[config.mk]
export PLATFORM = sky130hd
export DESIGN_NAME = vlpi_front
export DESIGN_NICKNAME = d
export VERILOG_FILES = /design/src/sv/vlpi_pkg.sv /design/src/sv/vlpi_front.sv
export SDC_FILE = /design/constraint.sdc
export NUM_CORES = 1
export LEC_CHECK = 0
export BUFFER_PORTS_ARGS = -buffer_cell sky130_fd_sc_hd__buf_2
export CORE_ASPECT_RATIO = 0.8
export CORE_MARGIN = 10
export CORE_UTILIZATION = 40
export CTS_BUF_LIST = sky130_fd_sc_hd__clkbuf_16
export CTS_CLUSTER_DIAMETER = 50
export DETAILED_ROUTE_END_ITERATION = 10
export SLEW_MARGIN = 0
export SYNTH_ARGS = -nofsm -noshare
export SYNTH_HDL_FRONTEND = slang
export SYNTH_SLANG_ARGS = --single-unit
[constraint.sdc]
create_clock -name clk -period 31.6 [get_ports clk]
set_input_delay 7.9 -clock clk [delete_from_list [all_inputs] [get_ports clk]]
set_output_delay 7.9 -clock clk [all_outputs]
set_load 0.01 [all_outputs]
[src/sv/vlpi_pkg.sv]
package vlpi_pkg;

    localparam int SLOTS   = 1024;
    localparam int IDX_W   = $clog2(SLOTS);
    localparam int CNT_W   = $clog2(SLOTS + 1);
    localparam int Q_DEPTH = 2;
    localparam int Q_PTR_W = $clog2(Q_DEPTH);
    localparam int Q_CNT_W = $clog2(Q_DEPTH + 1);
    localparam int DATA_W  = 192;

    localparam logic MODE_INSERT = 1'b0;
    localparam logic MODE_LOOKUP = 1'b1;

    typedef enum logic [1:0] {
        ST_OK        = 2'd0,
        ST_NOT_FOUND = 2'd1,
        ST_INVALID   = 2'd2,
        ST_FULL      = 2'd3
    } status_t;

    typedef struct packed {
        logic        mode;
        logic [63:0] key;
        logic [63:0] segment_in;
        logic [63:0] offset_in;
        logic [63:0] version_in;
    } in_word_t;

    typedef struct packed {
        status_t          status;
        logic [63:0]      found_segment;
        logic [63:0]      found_offset;
        logic [CNT_W-1:0] entry_count;
    } out_word_t;

    typedef struct packed {
        logic             mode;
        logic             invalid;
        logic [IDX_W-1:0] home;
        logic [63:0]      key;
        logic [63:0]      segment;
        logic [63:0]      offset;
        logic [63:0]      version;
    } cmd_t;

    typedef struct packed {
        logic pop;
        logic clearing;
    } q_ctl_t;

endpackage

[src/sv/vlpi_front.sv]
module vlpi_front (
    input  logic              clk,
    input  logic              rst_n,
    input  logic              push,
    output logic              full,
    input  vlpi_pkg::in_word_t item,
    output logic              cmd_valid,
    output vlpi_pkg::cmd_t    cmd,
    input  vlpi_pkg::q_ctl_t  ctl
);

    vlpi_pkg::cmd_t                q_reg [vlpi_pkg::Q_DEPTH];
    vlpi_pkg::cmd_t                cmd_in;
    logic [vlpi_pkg::Q_PTR_W-1:0]  wr_ptr_reg;
    logic [vlpi_pkg::Q_PTR_W-1:0]  rd_ptr_reg;
    logic [vlpi_pkg::Q_CNT_W-1:0]  count_reg;
    logic [vlpi_pkg::Q_CNT_W-1:0]  count_next;
    logic                          push_ok;

    always_comb
    begin
        cmd_in.mode    = item.mode;
        cmd_in.invalid = (item.key == 64'd0);
        cmd_in.home    = item.key[vlpi_pkg::IDX_W-1:0];
        cmd_in.key     = item.key;
        cmd_in.segment = item.segment_in;
        cmd_in.offset  = item.offset_in;
        cmd_in.version = item.version_in;
    end

    assign full      = ctl.clearing
                       || (count_reg == vlpi_pkg::Q_CNT_W'(vlpi_pkg::Q_DEPTH));
    assign push_ok   = push && !full;
    assign cmd_valid = (count_reg != '0);
    assign cmd       = q_reg[rd_ptr_reg];

    always_comb
    begin
        count_next = count_reg;
        if (push_ok && !ctl.pop)
        begin
            count_next = count_reg + 1'b1;
        end
        else if (!push_ok && ctl.pop)
        begin
            count_next = count_reg - 1'b1;
        end
    end

    always_ff @(posedge clk)
    begin
        if (push_ok)
        begin
            q_reg[wr_ptr_reg] <= cmd_in;
        end
    end

    always_ff @(posedge clk or negedge rst_n)
    begin
        if (!rst_n)
        begin
            wr_ptr_reg <= '0;
            rd_ptr_reg <= '0;
            count_reg  <= '0;
        end
        else
        begin
            if (push_ok)
            begin
                wr_ptr_reg <= wr_ptr_reg + 1'b1;
            end
            if (ctl.pop)
            begin
                rd_ptr_reg <= rd_ptr_reg + 1'b1;
            end
            count_reg <= count_next;
        end
    end

    a_count_bound: assert property (@(posedge clk) disable iff (!rst_n)
        count_reg <= vlpi_pkg::Q_CNT_W'(vlpi_pkg::Q_DEPTH))
        else $error("queue count overflow");

    a_pop_nonempty: assert property (@(posedge clk) disable iff (!rst_n)
        ctl.pop |-> count_reg != '0)
        else $error("pop from empty queue");

    a_push_grows: assert property (@(posedge clk) disable iff (!rst_n)
        (push_ok && !ctl.pop) |=> count_reg == $past(count_reg) + 1'b1)
        else $error("accepted word lost");

endmodule

# Word level (Yosys, flattened, before mapping)
# Memories as Yosys holds them, arrays and structs flattened.
# Index checks and enable logic that the tools add are counted.
[classes]
reduce_logical = 10
mux = 4
addsub = 4
n_eq_ne = 1
[op_table]
columns = ["operator", "count"]
rows = [
  ["$logic_not 64->1", 1],
  ["$mux 2", 2],
  ["$reduce_bool 2->1", 2],
  ["$logic_and 1x1->1", 3],
  ["$logic_not 1->1", 3],
  ["$add 1x1->1 const B", 2],
  ["$add 2x1->2 const B", 1],
  ["$eq 2x2->1 const B", 1],
  ["$mux 1", 2],
  ["$sub 2x1->2 const B", 1],
  ["$logic_or 1x1->1", 1],
]
[word_totals]
ff_bits = 4
in_bits = 262
ramBits = 536
n_memories = 1
[mem_list]
columns = ["name", "words", "word_bits", "rd", "rd_ports_with_merged_regs", "write_ports", "line", "rtl"]
rows = [
  ["q_reg", 2, 268, 1, 0, 1, "vlpi_front.sv:12", "vlpi_pkg::cmd_t q_reg [vlpi_pkg::Q_DEPTH];"],
]

# Depth between registers and ports, before layout
# Gate-level depths: netlist (run 1).
[logic_depth]
word_depth = 8
mapped_depth = 7
depth_no_buf = 7

# Least setup slack after synthesis (run 1)
# Ideal clock, no wire load.
[synth_path]
path_type = "input -> register"
startpoint = "input port ctl[0] in the netlist's numbering"
endpoint = "memory q_reg[0][0] in the netlist's numbering (enable)"
required_time_ns = 30.717
arrival_time_ns = 18.779
cell_stages = 3
slack_ns = 11.938
path_cell_list = "inv_1 o211ai_1 nor2_1"
[synth_via]
elab_chain_cells = 5
[synth_lines]
columns = ["item", "line", "rtl"]
rows = [
  ["start: declaration", "vlpi_front.sv:9", "input vlpi_pkg::q_ctl_t ctl"],
  ["$logic_or 1x1->1", "vlpi_front.sv:32", "|| (count_reg == vlpi_pkg::Q_CNT_W'(vlpi_pkg::Q_DEPTH));"],
  ["$logic_not 1->1", "vlpi_front.sv:33", "assign push_ok = push && !full;"],
  ["$logic_and 1x1->1", "vlpi_front.sv:33", ""],
  ["$mux 1", "vlpi_front.sv:52", "if (push_ok)"],
  ["$mux 1 (not written as such)", "vlpi_front.sv:54", "q_reg[wr_ptr_reg] <= cmd_in;"],
  ["end: declaration", "vlpi_front.sv:12", ""],
]
# Every way passes these cells.

# Worst setup path after layout (run 1)
[layout_path]
startpoint = "input port ctl[0] in the netlist's numbering"
endpoint = "output port full"
[layout_via]
elab_chain_cells = 1
[layout_lines]
columns = ["item", "line", "rtl"]
rows = [
  ["$logic_or 1x1->1", "vlpi_front.sv:32", ""],
  ["end: declaration", "vlpi_front.sv:5", "output logic full,"],
]
# Every way passes these cells.

==> impl_results.md, run 1 <==
* Outcome: finished clean
* Max IR drop VDD at around 0.059 mV
* Crit. End Element: output port
* Fin crit share at 51.7%
* DIE WIDTH at 269 um
* Reg2reg path depth at 5
* Seq/Total Area, Yosys at approximately four fifths
* Routed len/inst at between 20 and 25 um
* Routed met2 length at 24,000 um
* Power per cell area at 85.7 nW/um2
* Seq cells post-synth at 520
* FP Rows at 72
* Max Freq at ~61 MHz
* FILL cells at just over 4,000
* Reg area at around 16,000 um2
* First-pass GRT wire length at about 69,000 um
* Root Driver: clkbuf_16
* Leakage at about 10 nW
* Highest fanout seen on the critical path at 2
* Place WS at approximately 15,000 ps
* Top post-synthesis cells by area: edfxtp_1 (78%), mux2_4 (15%), mux2_2 (3.2%), buf_6 (1.4%), nor4_1 (0.54%)
* P&R area growth vs syn at 25.0%
* Setup TNS at 0 ps
* H-tree Lvls at 2
* Cts hold-fix bufs at 0
* DRC at 0
* Setup repair bufs after CTS at 0
* Final slew viol count at 0
* Remaining antenna violation count at 0
* Final worst slack at approximately 15,000 ps
* Initial DRC count at about 770
* Share of post-route cells with drive strength above 1 at between 50% and 60%
* Initial antenna violation count at 9
* Largest net degree at the start of global routing at 131
* Crit-path max cell delay at around 170 ps
* Data required, critical path at about 24,000 ps
* 1st-pass router iterations at 4
* Syn Area/Cell at around 23 um2
* Synth area leader: edfxtp_1
* Final net count at approximately 1,700
* Die height at 219 um
* Port bufs at about 530
* CTS Buf Count at 53
* Worst Hold Margin at approximately 560 ps
* DRT met1 WL at 18,500 um
* Multi-input combinational cell area at 3890 um2
* Vias in the first global route at roughly 11,000
* Num Clock Sinks at 520
* Total GRT Usage at 15.4%
* Die ar. at 59,100 um2
* Core area at ~50,000 um2
* Post-Route WL at roughly 48,000 um
* Syn Nets at around 1,100
* I/O Pins at 532
* Max cap viols at 0
* Detailed placement HPWL at between 30,000 and 40,000 um
* XOR/XNOR Fraction of Synth Area at less than 1%
* Post-synthesis mux area share at roughly 18%
* Vias at between 9,000 and 10,000
* Clock skew at roughly 17 ps
* Post-Synth Adder-Cell Area at less than 1%
* Worst-path cell chain: buf_2 > a21oi_1 > inv_1 > buf_2
* Worst EP arrival at between 8000 and 9000 ps
* Unrepaired setup endpoints after global routing: false
* Top cell by count, worst path: buf_2
* Synth Area in Compound Gates at less than 1%
* Crit Path Class: input pin to output port
* Max FFs per register at 516
* CTS tree: yes
* Synth Instances at between 800 and 900
* Met3 WL at between 4000 and 5000 um
* HP Class: flop to flop
* Distinct cells, synth at 18
* Skew-Pair Late Insertion Delay at 580 ps
* Synth warn at 0
* Worst-case clock buffer depth at 3
* Fin. Hold Viols at 0
* Yosys top cell area share at between 70% and 80%
* Slew @ Worst Pin at between 1000 and 1500 ps
* Post-CTS Resized at 0
* Drt via density at approximately 4.7
* Largest family of logic cells by synthesized area: multiplexers
* Global route overflow at 0
* Tmin final at approximately 16,000 ps
* Critical path's slowest cell: a21oi_1
* CTS clk-pin slew, worst paths at 60 ps
* Crit path launch type: input pin
* GP Congestion at approximately 0.78
* Simple-Gate Fraction of Synth Area at less than 1%
* Synth Cell Area at 19,900 um2
* Max Used Layer: met5
* Rel. slew slack at approximately 29%
* Initial Util at a little over 40%
* Worst Hold Depth at 1
* Design Power at between 2 and 2.5 mW
* Setup violators final at 0
[area by class of cell]
cell class / instances / area share, %
flip-flops and latches: 520 / 62.8
diodes: 5 / 0.0504
clock inverters: 39 / 1.43
repair buffers: 541 / 11.1
clock buffers: 55 / 5.54
multi-input cells: 291 / 15.7
inverters: 6 / 0.0907
well taps: 666 / 3.35
[layer usage]
metal / GRT usage [%] / vias to the layer above
li1: - / 4556
met1: 17.9 / 4977
met2: 26.2 / 352
met3: 6.13 / 59
met4: 3.91 / 10
met5: 0 / -
[cell families after synthesis]
logic type | count (synthesis)
DFF | 520
muxes | 258
buffers and inverters | 45
and+or+nand+nor | 25
xor gates and xnor gates | 5
AOI/OAI and AO/OA | 2
adders and majority gates | 1
[final timing paths]
kind | slack, ps | endpoint | from
hold reg to reg | 560 | wr_ptr_reg | wr_ptr_reg
min in group asynchronous | 7120 | wr_ptr_reg | rst_n
setup / recovery | 15260 | full | ctl[0]
setup reg to reg | 28120 | q_reg[0][121] | count_reg[1]
max in group asynchronous | 24340 | rd_ptr_reg | rst_n
hold / removal | 560 | wr_ptr_reg | wr_ptr_reg
[stage by stage]
step / cells / utilization [%] / area (um2)
5_1_grt: 2119 / 50.9 / 24800
3_3_place_gp: 2024 / 47.4 / 23100
6_report: 2123 / 51.0 / 24800
4_1_cts: 2118 / 50.9 / 24800
2_1_floorplan: 856 / - / 19900
3_5_place_dp: 2024 / 47.4 / 23100
[cell usage after synthesis]
cell type  count
a21oi_1        1
and3_1         1
buf_2          4
buf_4         10
buf_6         25
dfrtp_1        4
edfxtp_1     516
ha_1           1
inv_1          6
mux2_2        56
mux2_4       202
nand2_1        1
nand4_1        4
nor2_1         2
nor4_1        17
o211ai_1       1
xnor2_1        3
xor2_1         2
[critical path: cells and delay by family]
family,cells,cell delay (ps)
AOI/OAI and AO/OA,1,170
buffers and inverters,3,370
[layout by cell type (no fill, tap or decap), types with 2 or more instances in the layout]
cell type,instances
bufinv_16,7
clkbuf_16,55
buf_2,531
edfxtp_1,516
nand4_1,4
mux2_2,56
inv_1,19
diode_2,5
mux2_4,202
clkinv_1,13
nor4_1,17
xor2_1,2
dfrtp_1,3
xnor2_1,3
buf_4,9
clkinv_2,3
[where the power goes]
| part | internal (mW) | switching, mW | total [mW] | leakage (nW) |
|---|---|---|---|---|
| Combinational | 0.303 | 0.314 | 0.616 | 4.10 |
| Clock | 0.369 | 0.252 | 0.621 | 0.890 |
| Sequential | 0.857 | 0.0328 | 0.890 | 4.76 |
Power figures use the tool's default switching activity.
==> run 2, diff against run 1 <==
--- a/config.mk
+++ b/config.mk
@@ -5,6 +5,7 @@
 export SDC_FILE = /design/constraint.sdc
 export NUM_CORES = 1
 export LEC_CHECK = 0
+export ABC_AREA = 1
 export BUFFER_PORTS_ARGS = -buffer_cell sky130_fd_sc_hd__buf_2
 export CORE_ASPECT_RATIO = 0.8
 export CORE_MARGIN = 10
@@ -12,6 +13,7 @@
 export CTS_BUF_LIST = sky130_fd_sc_hd__clkbuf_16
 export CTS_CLUSTER_DIAMETER = 50
 export DETAILED_ROUTE_END_ITERATION = 10
+export PLACE_DENSITY = 0.66
 export SLEW_MARGIN = 0
 export SYNTH_ARGS = -nofsm -noshare
 export SYNTH_HDL_FRONTEND = slang
==> constraint.sdc (replaced) <==
create_clock -name clk -period 14.2 [get_ports clk]
set_input_delay 3.55 -clock clk [delete_from_list [all_inputs] [get_ports clk]]
set_output_delay 3.55 -clock clk [all_outputs]
set_load 0.01 [all_outputs]
==> run 2 against run 1 <==
Compared with the run above: via count grew 1.8%; combinational power grew 120%; critical endpoint is now cmd[238]; worst setup slack lost 8700 ps; clock skew shrank 2.8 ps; synthesized cell count grew 6.4%; wire length shrank 4.3%.
==> impl_results.md, run 2 <==
* Crit. End Element: output port
* Max FFs per register at 516 (unchanged)
* Vias at 10,100 (+1.8%)
* Worst-case clock buffer depth at 3 (unchanged)
* Share of post-route cells with drive strength above 1 at 58.2% (-1.7 points)
* Design area at 25,000 um2 (+0.72%)
* Port bufs at 531 (unchanged)
* Synth Instances at 911 (+6.4%)
* Power per cell area at 188 nW/um2 (+120%)
* Rel. slew slack at 26.2% (-2.4 points)
* Max Freq at between 100 and 150 MHz
* Detailed placement HPWL at 32,300 um (-3.8%)
* Tmin final at 7660 ps
* Fin. Hold Viols at 0 (unchanged)
* Fin cells at 2,192 (+3.3%)
* Synth area leader: edfxtp_1
* Remaining antenna violation count at 0 (unchanged)
* P_sw at 1.32 mW (+120%)
* Cts hold-fix bufs at 0 (unchanged)
* Outcome: finished clean
* Total GRT Usage at 14.7% (-0.64 points)
* Final worst slack at 6540 ps (-8720 ps)
* Slew @ Worst Pin at 1110 ps (+35.6 ps)
* Inst Count DP at 2,088 (+3.2%)
* GP Congestion at 0.780 (+0.10%)
* Most common cell after layout, fill and taps aside: buf_2
* CTS clk-pin slew, worst paths at 60 ps (about the same)
* Synth async-reset ratio at 0.769% (unchanged)
* Num Clock Sinks at 520 (unchanged)
* Yosys top cell area share at 77.3% (-0.63 points)
* Die ar. at 59,500 um2 (+0.75%)
* Seq/Total Area, Yosys at 77.8% (-0.64 points)
* DIE WIDTH at 270 um (+0.38%)
* Sw frac at 28.1% (about the same)
* Setup repair bufs after CTS at 0 (unchanged)
* Final net count at 1,731 (+3.3%)
* Largest net degree at the start of global routing at 159 (+21%)
* Seq cells post-synth at 520 (unchanged)
* FP Rows at 73 (+1.4%)
* I/O Pins at 532 (unchanged)
* Reg2reg path depth at 7 (+2)
* Max IR drop VDD at 0.107 mV (+82%)
* Core area at 49,600 um2 (+1.8%)
* CTS Buf Count at 53 (unchanged)
* Drt via density at 4.62 (-1.4%)
* Setup TNS at 0 ps (unchanged)
* CTS tree: yes
* Top post-synthesis cells by area: edfxtp_1 (77%), mux2_4 (15%), mux2_2 (3.1%), buf_6 (1.4%), nor2_1 (0.64%)
* Comb pwr share at 28.8% (-0.2 points)
* Commonest cells after routing, fill and taps aside: buf_2 (531), edfxtp_1 (516), mux2_4 (202), mux2_2 (56), clkbuf_16 (55)
* Synth cell count leaders: edfxtp_1 (516), mux2_4 (202), mux2_2 (56)
* Root Driver: clkbuf_16
* Die height at 220 um (+0.37%)
* Clk pwr share at 28.9% (-0.3 points)
* Initial DRC count at 629 (-18%)
* Syn Nets at 1,174 (+4.9%)
* Max cap viols at 0 (unchanged)
* Post-Route WL at 45,700 um (-4.3%)
* Internal at 3.37 mW (+120%)
* DRC at 0 (unchanged)
* Initial Util at 40.4% (-0.38 points)
* Crit path launch type: flop
* Fin crit share at between 50% and 60%
* Setup violators final at 0 (unchanged)
* Distinct cells, synth at 18 (unchanged)
* Placed instance area at 23,300 um2 (+0.76%)
* Post-CTS Resized at 0 (unchanged)
* HP Class: flop to flop
* Clock skew at 14.0 ps (-2.76 ps)
* Worst EP arrival at 4110 ps (-4330 ps)
* Sequential power share at 42.3% (+0.5 points)
* Vias in the first global route at 11,000 (+4.1%)
* Synth warn at 0 (unchanged)
* Design Power at 4.69 mW (+120%)
* Place WS at 6760 ps (-8490 ps)
* Worst Hold Depth at 1 (unchanged)
* P&R area growth vs syn at 24.8% (about the same)
* Leakage at 9.92 nW (+1.8%)
* 1st-pass router iterations at 5 (+1)
* Crit Path Class: flop to output port
* Post-synth EDFFs at 516 (unchanged)
* Skew-Pair Late Insertion Delay at 590 ps (about the same)
* Synth Cell Area at 20,000 um2 (+0.82%)
* Data required, critical path at 10,650 ps (-13,050 ps)
* Final slew viol count at 0 (unchanged)
* Most common cell in the netlist: edfxtp_1
* Initial antenna violation count at 17 (+8)
* Top_reg_cell synth: edfxtp_1
* Unrepaired setup endpoints after global routing: false
* Routed len/inst at 20.9 um (-7.3%)
* Highest fanout seen on the critical path at 61 (+59)
* Worst Hold Margin at 486 ps (-70.9 ps)
* Syn Area/Cell at 22.0 um2 (-5.3%)
* First-pass GRT wire length at 67,500 um (-1.4%)
* Global route overflow at 0 (unchanged)
* H-tree Lvls at 2 (unchanged)
* Final core utilization at 50.4% (-0.52 points)
run 2: changes by cell type in the layout (fill, tap and decap cells not counted), sizes merged, moves of 2 or more:
cell	before	now
nor4	17	0
nand2	1	19
inv	20	36
clkinv	17	25
xnor2	3	1
diode	5	7
and2	0	3
nor2	2	34
bufinv	7	5
run 2: cell type report:
class | instances | area [um2]
diodes | 7 | 17.5
clock buffers | 55 | 1380
clock inverters | 42 | 353
fillers | 4096 | 24600
inverters | 26 | 97.6
multi-input cells | 326 | 3980
flip-flops and latches | 520 | 15600
well taps | 675 | 845
repair buffers | 541 | 2750
run 2: cell families (layout without fill, tap and decap cells):
family | after synthesis | count (layout) | synth area share (%)
AOI/OAI and AO/OA | 2 | 2 | 0.0499
xor gates and xnor gates | 4 | 4 | 0.175
adders and majority gates | 1 | 1 | 0.0624
buffers and inverters | 65 | 664 | 2.37
DFF | 520 | 520 | 77.8
muxes | 258 | 258 | 18.3
other | 0 | 7 | 0
and+or+nand+nor | 61 | 61 | 1.24
run 2: layer usage:
metal / wire, um / vias up / part of all wire [%] / global-route usage (%)
met5: 109 / - / 0.24 / 0
met4: 1050 / 18 / 2.3 / 4.56
met3: 4060 / 89 / 8.9 / 5.62
met2: 23500 / 364 / 51 / 25.8
met1: 17000 / 4998 / 37 / 16.6
li1: - / 4663 / - / -
run 2: path summary, 6_finish.rpt:
kind | from | to | slack [ps]
worst max-delay path | rd_ptr_reg | cmd[238] | 6540
worst min-delay path | count_reg[0] | count_reg[0] | 490
worst max register to register | count_reg[0] | q_reg[0][115] | 10490
worst min register to register | count_reg[0] | count_reg[0] | 490
max in group asynchronous | rst_n | rd_ptr_reg | 11290
min in group asynchronous | rst_n | count_reg[1] | 2770
run 2: power by group through the flow:
| stage | combinational [mW] | sequential (mW) | clock [mW] |
|---|---|---|---|
| 6_report | 1.35 | 1.99 | 1.36 |
| 5_1_grt | 1.44 | 2.01 | 1.46 |
| 4_1_cts | 1.38 | 1.99 | 1.40 |
| 3_5_place_dp | 1.38 | 2.02 | 0 |
| 3_3_place_gp | 1.38 | 2.01 | 0 |
| 2_1_floorplan | 0.977 | 2.05 | 0 |
run 2: worst max-delay path, stage by stage (launching register included):
cell	delay (ps)
dfrtp_4	1040
buf_4	850
buf_4	940
mux2_2	420
buf_2	150
